--- config.mk ---
export PLATFORM = sky130hd
export DESIGN_NAME = mse_exec
export DESIGN_NICKNAME = d
export VERILOG_FILES = /design/src/hdl/mse_pkg.sv /design/src/hdl/mse_exec.sv
export SDC_FILE = /design/constraint.sdc
export NUM_CORES = 1
export LEC_CHECK = 0
export BUFFER_PORTS_ARGS = -buffer_cell sky130_fd_sc_hd__buf_2
export CAP_MARGIN = 10
export CORE_MARGIN = 2
export CORE_UTILIZATION = 57
export DETAILED_ROUTE_END_ITERATION = 10
export PLACE_DENSITY = 0.92
export SLEW_MARGIN = 20
export SYNTH_ARGS = -nofsm -noshare
export SYNTH_HDL_FRONTEND = slang
export SYNTH_SLANG_ARGS = --single-unit
--- constraint.sdc ---
create_clock -name vclk -period 7.09
set_clock_uncertainty 0.1 [all_clocks]
set_input_delay 0.709 -clock vclk [all_inputs]
set_output_delay 0.709 -clock vclk [all_outputs]
set_load 0.01 [all_outputs]
--- src/hdl/mse_pkg.sv ---
// shared types, constants and helpers for the mips subset execute block
package mse_pkg;

    // storage sizes
    localparam int MEM_WORDS     = 256;
    localparam int MEM_AW        = $clog2(MEM_WORDS);
    localparam int PROGRAM_WORDS = 256;
    localparam int PC_W          = $clog2(PROGRAM_WORDS);
    localparam int RF_DEPTH      = 32;
    localparam int RF_AW         = $clog2(RF_DEPTH);

    // request modes
    localparam logic [2:0] MODE_EXEC     = 3'd0;
    localparam logic [2:0] MODE_LOAD_REG = 3'd1;
    localparam logic [2:0] MODE_LOAD_MEM = 3'd2;
    localparam logic [2:0] MODE_READ_REG = 3'd3;
    localparam logic [2:0] MODE_READ_MEM = 3'd4;

    // opcodes and function codes
    localparam logic [5:0] OP_RTYPE = 6'd0;
    localparam logic [5:0] OP_BEQ   = 6'd4;
    localparam logic [5:0] OP_BNE   = 6'd5;
    localparam logic [5:0] OP_ADDI  = 6'd8;
    localparam logic [5:0] OP_LW    = 6'd35;
    localparam logic [5:0] OP_SW    = 6'd43;
    localparam logic [5:0] FN_ADD   = 6'b100000;
    localparam logic [5:0] FN_SUB   = 6'b100010;
    localparam logic [5:0] FN_SLT   = 6'b101010;

    // status codes
    localparam logic [1:0] ST_OK          = 2'd0;
    localparam logic [1:0] ST_UNSUPPORTED = 2'd1;
    localparam logic [1:0] ST_RANGE       = 2'd2;

    // modeled multi-cycle counts
    localparam logic [2:0] CYC_NONE   = 3'd0;
    localparam logic [2:0] CYC_BRANCH = 3'd3;
    localparam logic [2:0] CYC_ALU    = 3'd4;
    localparam logic [2:0] CYC_LOAD   = 3'd5;

    // one accepted request
    typedef struct packed {
        logic [2:0]         mode;
        logic [31:0]        instruction;
        logic [7:0]         load_index;
        logic signed [31:0] load_value;
    } in_item_t;

    // per-item state carried into the write-back stage
    typedef struct packed {
        logic [7:0]       next_pc;
        logic [1:0]       status;
        logic             reg_written;
        logic [4:0]       write_reg;
        logic [31:0]      wval;
        logic             mem_written;
        logic             rf_we;
        logic [RF_AW-1:0] rf_waddr;
        logic             from_mem;
        logic             rd_mem;
        logic [31:0]      rd_data;
        logic [2:0]       cycles;
    } stage_c_t;

    // execute stage result: write-back state plus data memory access
    typedef struct packed {
        stage_c_t          res;
        logic [PC_W-1:0]   pc_next;
        logic              mem_we;
        logic              mem_re;
        logic [MEM_AW-1:0] mem_addr;
        logic [31:0]       mem_wdata;
    } exec_t;

    // one result
    typedef struct packed {
        logic [7:0]         next_pc;
        logic [1:0]         status;
        logic               reg_written;
        logic [4:0]         write_reg;
        logic signed [31:0] write_value;
        logic               mem_written;
        logic signed [31:0] read_data;
        logic [2:0]         cycles_taken;
    } out_item_t;

    // register read port a: rs, or the index in register read mode
    function automatic logic [RF_AW-1:0] rf_addr_a(input in_item_t item);
        logic [RF_AW-1:0] addr;
        if (item.mode == MODE_READ_REG)
        begin
            addr = item.load_index[RF_AW-1:0];
        end
        else
        begin
            addr = item.instruction[25:21];
        end
        return addr;
    endfunction

endpackage

--- src/hdl/mse_exec.sv ---
// execute stage: decode, alu, branch target, address check and mode handling
module mse_exec (
    input  mse_pkg::in_item_t           item,
    input  logic [mse_pkg::PC_W-1:0]    pc,
    input  logic [31:0]                 a,
    input  logic [31:0]                 b,
    output mse_pkg::exec_t              ex
);

    localparam int AW = mse_pkg::MEM_AW;
    localparam int PW = mse_pkg::PC_W;
    localparam int RW = mse_pkg::RF_AW;

    logic [5:0]    op;
    logic [5:0]    fn;
    logic [4:0]    rt;
    logic [4:0]    rd;
    logic [31:0]   imm;
    logic [31:0]   ea;
    logic          ea_ok;
    logic          idx_mem_ok;
    logic          idx_rf_ok;
    logic [PW-1:0] pc_inc;
    logic          taken;
    logic          wb;

    // instruction fields and shared datapath pieces
    assign op         = item.instruction[31:26];
    assign fn         = item.instruction[5:0];
    assign rt         = item.instruction[20:16];
    assign rd         = item.instruction[15:11];
    assign imm        = {{16{item.instruction[15]}}, item.instruction[15:0]};
    assign ea         = a + imm;
    assign ea_ok      = {2'b00, ea[31:2]} < 32'(mse_pkg::MEM_WORDS);
    assign idx_mem_ok = 32'(item.load_index) < 32'(mse_pkg::MEM_WORDS);
    assign idx_rf_ok  = item.load_index < 8'(mse_pkg::RF_DEPTH);
    assign pc_inc     = pc + PW'(1);
    assign taken      = (op == mse_pkg::OP_BEQ) == (a == b);

    // per-mode behavior
    always_comb
    begin
        ex         = '0;
        ex.pc_next = pc;
        wb         = 1'b0;
        case (item.mode)
            mse_pkg::MODE_EXEC:
            begin
                ex.pc_next = pc_inc;
                case (op)
                    mse_pkg::OP_RTYPE:
                    begin
                        case (fn)
                            mse_pkg::FN_ADD:
                            begin
                                ex.res.wval = a + b;
                                wb          = 1'b1;
                            end
                            mse_pkg::FN_SUB:
                            begin
                                ex.res.wval = a - b;
                                wb          = 1'b1;
                            end
                            mse_pkg::FN_SLT:
                            begin
                                ex.res.wval = {31'd0, $signed(a) < $signed(b)};
                                wb          = 1'b1;
                            end
                            default:
                            begin
                                ex.res.status = mse_pkg::ST_UNSUPPORTED;
                            end
                        endcase
                        if (wb)
                        begin
                            ex.res.write_reg = rd;
                            ex.res.cycles    = mse_pkg::CYC_ALU;
                        end
                    end
                    mse_pkg::OP_ADDI:
                    begin
                        ex.res.wval      = ea;
                        ex.res.write_reg = rt;
                        ex.res.cycles    = mse_pkg::CYC_ALU;
                        wb               = 1'b1;
                    end
                    mse_pkg::OP_BEQ, mse_pkg::OP_BNE:
                    begin
                        if (taken)
                        begin
                            ex.pc_next = pc_inc + imm[PW-1:0];
                        end
                        ex.res.cycles = mse_pkg::CYC_BRANCH;
                    end
                    mse_pkg::OP_LW, mse_pkg::OP_SW:
                    begin
                        if (!ea_ok)
                        begin
                            ex.res.status = mse_pkg::ST_RANGE;
                        end
                        else if (op == mse_pkg::OP_LW)
                        begin
                            ex.mem_re        = 1'b1;
                            ex.mem_addr      = ea[AW+1:2];
                            ex.res.from_mem  = 1'b1;
                            ex.res.write_reg = rt;
                            ex.res.cycles    = mse_pkg::CYC_LOAD;
                            wb               = 1'b1;
                        end
                        else
                        begin
                            ex.mem_we          = 1'b1;
                            ex.mem_addr        = ea[AW+1:2];
                            ex.mem_wdata       = b;
                            ex.res.wval        = b;
                            ex.res.mem_written = 1'b1;
                            ex.res.cycles      = mse_pkg::CYC_ALU;
                        end
                    end
                    default:
                    begin
                        ex.res.status = mse_pkg::ST_UNSUPPORTED;
                    end
                endcase
                // write-back to r0 is dropped but still reported
                ex.res.reg_written = wb && (ex.res.write_reg != 5'd0);
                ex.res.rf_we       = ex.res.reg_written;
                ex.res.rf_waddr    = ex.res.write_reg;
            end
            mse_pkg::MODE_LOAD_REG:
            begin
                if (idx_rf_ok && (item.load_index != 8'd0))
                begin
                    ex.res.rf_we    = 1'b1;
                    ex.res.rf_waddr = item.load_index[RW-1:0];
                    ex.res.wval     = item.load_value;
                end
            end
            mse_pkg::MODE_LOAD_MEM:
            begin
                if (idx_mem_ok)
                begin
                    ex.mem_we    = 1'b1;
                    ex.mem_addr  = AW'(item.load_index);
                    ex.mem_wdata = item.load_value;
                    ex.res.wval  = item.load_value;
                end
                else
                begin
                    ex.res.status = mse_pkg::ST_RANGE;
                end
            end
            mse_pkg::MODE_READ_REG:
            begin
                if (idx_rf_ok)
                begin
                    ex.res.rd_data = a;
                end
            end
            mse_pkg::MODE_READ_MEM:
            begin
                if (idx_mem_ok)
                begin
                    ex.mem_re     = 1'b1;
                    ex.mem_addr   = AW'(item.load_index);
                    ex.res.rd_mem = 1'b1;
                end
                else
                begin
                    ex.res.status = mse_pkg::ST_RANGE;
                end
            end
            default:
            begin
                ex.res.status = mse_pkg::ST_OK;
            end
        endcase
        ex.res.next_pc = 8'(ex.pc_next);
    end

endmodule

### Yosys cells after proc, flatten, opt, wreduce, memory -nomap -nowiden

Index checks and enable logic that the tools add are counted.

* register bits after elaboration: 0
* input port bits: 147
* output and inout bits: 142

* add/subtract/negate cells: 5
* order comparisons: 3
* eq/ne operators: 14
* multiplexer cells: 45
* reduce and logical (&&, ||, !) cells: 11

Operator list (count)
* $pmux W32 S3: 2
* $mux W32: 4
* $pmux W37 S3: 1
* $mux W42: 2
* $add A32 B32 Y32: 2
* $pmux W32 S2: 1
* $mux W38: 1
* $mux W37: 1
* $mux W33: 1
* $eq A32 B32 Y1: 1
* $lt A32 B32 Y1: 1
* $sub A32 B32 Y32: 1
* $eq A6 B6 Y1 const B: 5
* $lt A30 B9 Y1 const B: 1
* $mux W8: 2
* $pmux W8 S2: 1
* $mux W1: 14
* $eq A6 B3 Y1 const B: 2
* $mux W6: 2
* $pmux W3 S4: 1
* $pmux W6 S2: 1
* $mux W11: 1
* $mux W5: 2
* $add A8 B1 Y8 const B: 1
* 19 further kinds: 27

### Longest topological paths before layout

* depth after elaboration: 11
* gate-level depth with buffers: 14
* mapped depth without buffers: 14

### Least setup slack after synthesis

No wires, ideal clock.

* path type: input port to output port
* from: in a[0]
* to: out ex[120] (netlist name)
* data arrival time: 4.073 ns
* slack: 2.208 ns
* cell stages on the path: 13
* buffers on the path: 1
* cells stage by stage: ha_1 > fa_1 > a211oi_2 > o211ai_2 > and3_1 > or3_1 > a2111o_1 > nor4_1 > and4bb_2 > and4bb_2 > buf_2 > nand3_1 > a41oi_1

RTL lines
* start: declaration: RTL line mse_exec.sv:5 `input logic [31:0] a,`
* end: declaration: RTL line mse_exec.sv:7 `output mse_pkg::exec_t ex`

==> run_results.csv <==
group,metric,value,unit
worst_setup_path,cp_data_required_time,6.28,ns
global_route,grt_usage,0.445,
sta,finalMaxSlewViolations,0,
pwr,intPower,264,uW
finish,fin_nets,1706,
floorplanning,fp.dieW,121,um
sta,hold_viol,0,
clock_tree,hold_buffers,0,
place,port_buffers,284,
worst_setup_path,critPathLaunch,"a[0]",
floorplanning,fp.dieH,121,um
finish,drive_above_1_share,0.219,
synthesis,ys_types,77,
detailed_routing,wirelength,35.4,mm
synthesis,synth_area,7870,um^2
run,drv_cap,0,
sta,tightestPinTransition,1.15,ns
sta,finalCritPeriodShare,0.843,
worst_setup_path,cp-start-kind,"input pin",
finish,final_area,9310,um^2
worst_setup_path,end_kind,"primary output",
global_route,grt_antenna_before_repair,0,
detailed_routing,ant_nets,0,
clock_tree,ctsResizeCount,0,
place,dp_slack,1.24,ns
synthesis,yosysWarnings,0,
worst_setup_path,crit_fanout,21,
pwr,p_leak,0.00455,uW
detailed_routing,drc_errors,0,
global_route,grt_max_degree,56,
finish,n_antenna_cell,0,
outcome,outcome,"finished clean",
floorplanning,core,13300,um^2
detailed_routing,drtPass1Iterations,8,
synthesis,syn_inst,1230,
finish,seqCellArea,0,um^2
worst_setup_path,cpLargestDelayFamily,"compound AO/OA/AOI/OAI gates",
sta,rsz0062_at_grt,"no",
sta,tns,0,ns
synthesis,avgSynthCellArea,6.39,um^2
floorplanning,initial_core_util,0.589,
global_route,grt_overflow_total,0,
finish,clkbuf_count,0,
synthesis,syn-num-nets,1483,
worst_setup_path,crit_path_end,"ex[103]",
place,dp_hpwl,28.8,mm
sta,clock.fmax,0.167,GHz
clock_tree,post-cts-setup-buffers,0,
finish,seq_cell_count,0,
detailed_routing,wl_per_cell,21.8,um
pwr,p_per_area,78.6,nW/um^2
pwr,switching_share,0.639,
worst_setup_path,critPathArrivalTime,5.17,ns
pwr,seqPwrFrac,0,
finish,final_common_cell,"buf_2",
place,gp_congestion,1.06,
worst_setup_path,crit_cells,15,
place,dpl-instance-area,9300,um^2
detailed_routing,drt-vias-per-instance,6.90,
global_route,grt_pass1_wl,51.8,mm
global_route,grt_pass1_vias,9812,
detailed_routing,drt_iter0_drc,1543,
worst_setup_path,crit_path_max_incr_delay,0.48,ns
pwr,combPwrFrac,1.000,
pwr,p_clk_frac,0,
detailed_routing,vias,11200,
finish,nFillCells,1253,
worst_setup_path,cpMaxStageDelayCell,"a21boi_0",
worst_setup_path,worstPathCellList,"buf_2 -> ha_1 -> fa_1 -> a211oi_2 -> o211ai_2 -> a21boi_0 -> xnor2_1 -> a2111o_1 -> nor4_1 -> and4bb_2 -> and4bb_2 -> nand3_2 -> buf_4 -> o21ai_0 -> buf_2",
floorplanning,dieArea,14800,um^2
sta,fin_crit,5.98,ns
floorplanning,row_count,42,
worst_setup_path,cp_num_buf_inv,3,
sta,slew_headroom,0.228,
finish,area_growth,18.3,%
finish,final_cell_mix,"buf_2 (284), nand2_1 (135), a21oi_1 (103), ha_1 (102), nor2_1 (84)",
pwr,p_sw,468,uW
pwr,vdd_drop_max,0.0000442,V
worst_setup_path,crit_type,"input pin to primary output",
synthesis,yosysSeqAreaShare,0,
floorplanning,io_pins,289,
sta,fin_ws,1.11,ns
worst_hold_path,worstHoldPathType,"input pin to primary output",
sta,setup_viol,0,
[stage by stage]
step | power, uW | std cells | hold slack (ns) | utilization
after detailed placement | 695 | 1627 | 1.61 | 0.697
final | 732 | 1627 | 1.61 | 0.697
after global routing | 780 | 1627 | 1.63 | 0.697
after floorplan | 463 | 1230 | 1.37 | -
after global placement | 685 | 1627 | 1.60 | 0.697
after CTS | 699 | 1627 | 1.61 | 0.697
[metal layers]
metal  track usage  part of all wire  up-vias
li1              -                 -     5089
met1         0.594              0.39     5124
met2         0.691              0.43      831
met3        0.0916              0.13      176
met4         0.188             0.052        0
met5             0                 0        -
[worst min-delay path by stage]
| stage | start | end | slack [ns] | depth (start not counted) |
|---|---|---|---|---|
| finish | item[19] | ex[19] | 1.61 | 4 |
| global placement | item[19] | ex[19] | 1.60 | 4 |
| floorplan | item[72] | ex[40] | 1.37 | 1 |
| CTS | item[19] | ex[19] | 1.61 | 4 |
| global route | pc[7] | ex[141] | 1.63 | 3 |
| detailed placement | item[19] | ex[19] | 1.61 | 4 |
[Yosys cell counts (10+ instances only)]
cell	instances	area [um^2]
o21ai_1	38	190
a21oi_1	103	515
nand2b_1	16	100
a21o_1	19	143
o221ai_1	12	105
o21bai_1	14	105
xor2_1	21	184
buf_2	10	50.1
clkbuf_1	55	206
a22oi_1	16	120
a211oi_1	15	113
a221o_1	10	100
nor4_1	14	87.6
inv_1	71	267
nor2_1	84	315
xnor2_1	40	350
nor3_1	35	175
nand2_1	135	507
a22o_1	11	96.3
nor2b_1	12	75.1
nand3_1	31	155
o21a_1	15	113
or3_1	13	81.3
o21ai_0	81	405
and3_1	49	307
ha_1	102	1280
nand4_1	20	125
o211ai_1	26	195
[cells by family (layout without fill, tap and decap cells)]
logic type / count (synthesis) / in the layout / synth area share
buffers and inverters: 147 / 368 / 0.0756
adder cells (fa/ha/maj): 106 / 106 / 0.172
multiplexers: 8 / 8 / 0.0102
AND/OR/NAND/NOR: 446 / 446 / 0.283
XOR/XNOR: 61 / 61 / 0.0679
AO/OA/AOI/OAI: 462 / 462 / 0.390
[area by class of cell]
class / count / area, um^2 / area share
inverter: 71 / 267 / 0.0286
multi-input combinational: 1083 / 7300 / 0.784
tap: 176 / 220 / 0.0237
timing repair buffer: 297 / 1520 / 0.163
[tightest hold or removal path: stages]
cell	delay, ns
buf_2	0.09
nand2_1	0.04
nand2_1	0.04
buf_2	0.11
[power groups by stage]
stage | Sequential (uW) | Clock (uW) | Combinational (uW)
5_1_grt | 0 | 0 | 780
6_report | 0 | 0 | 732
4_1_cts | 0 | 0 | 699
3_5_place_dp | 0 | 0 | 695
3_3_place_gp | 0 | 0 | 685
2_1_floorplan | 0 | 0 | 463
No activity file was read; power rests on OpenSTA's default activity.
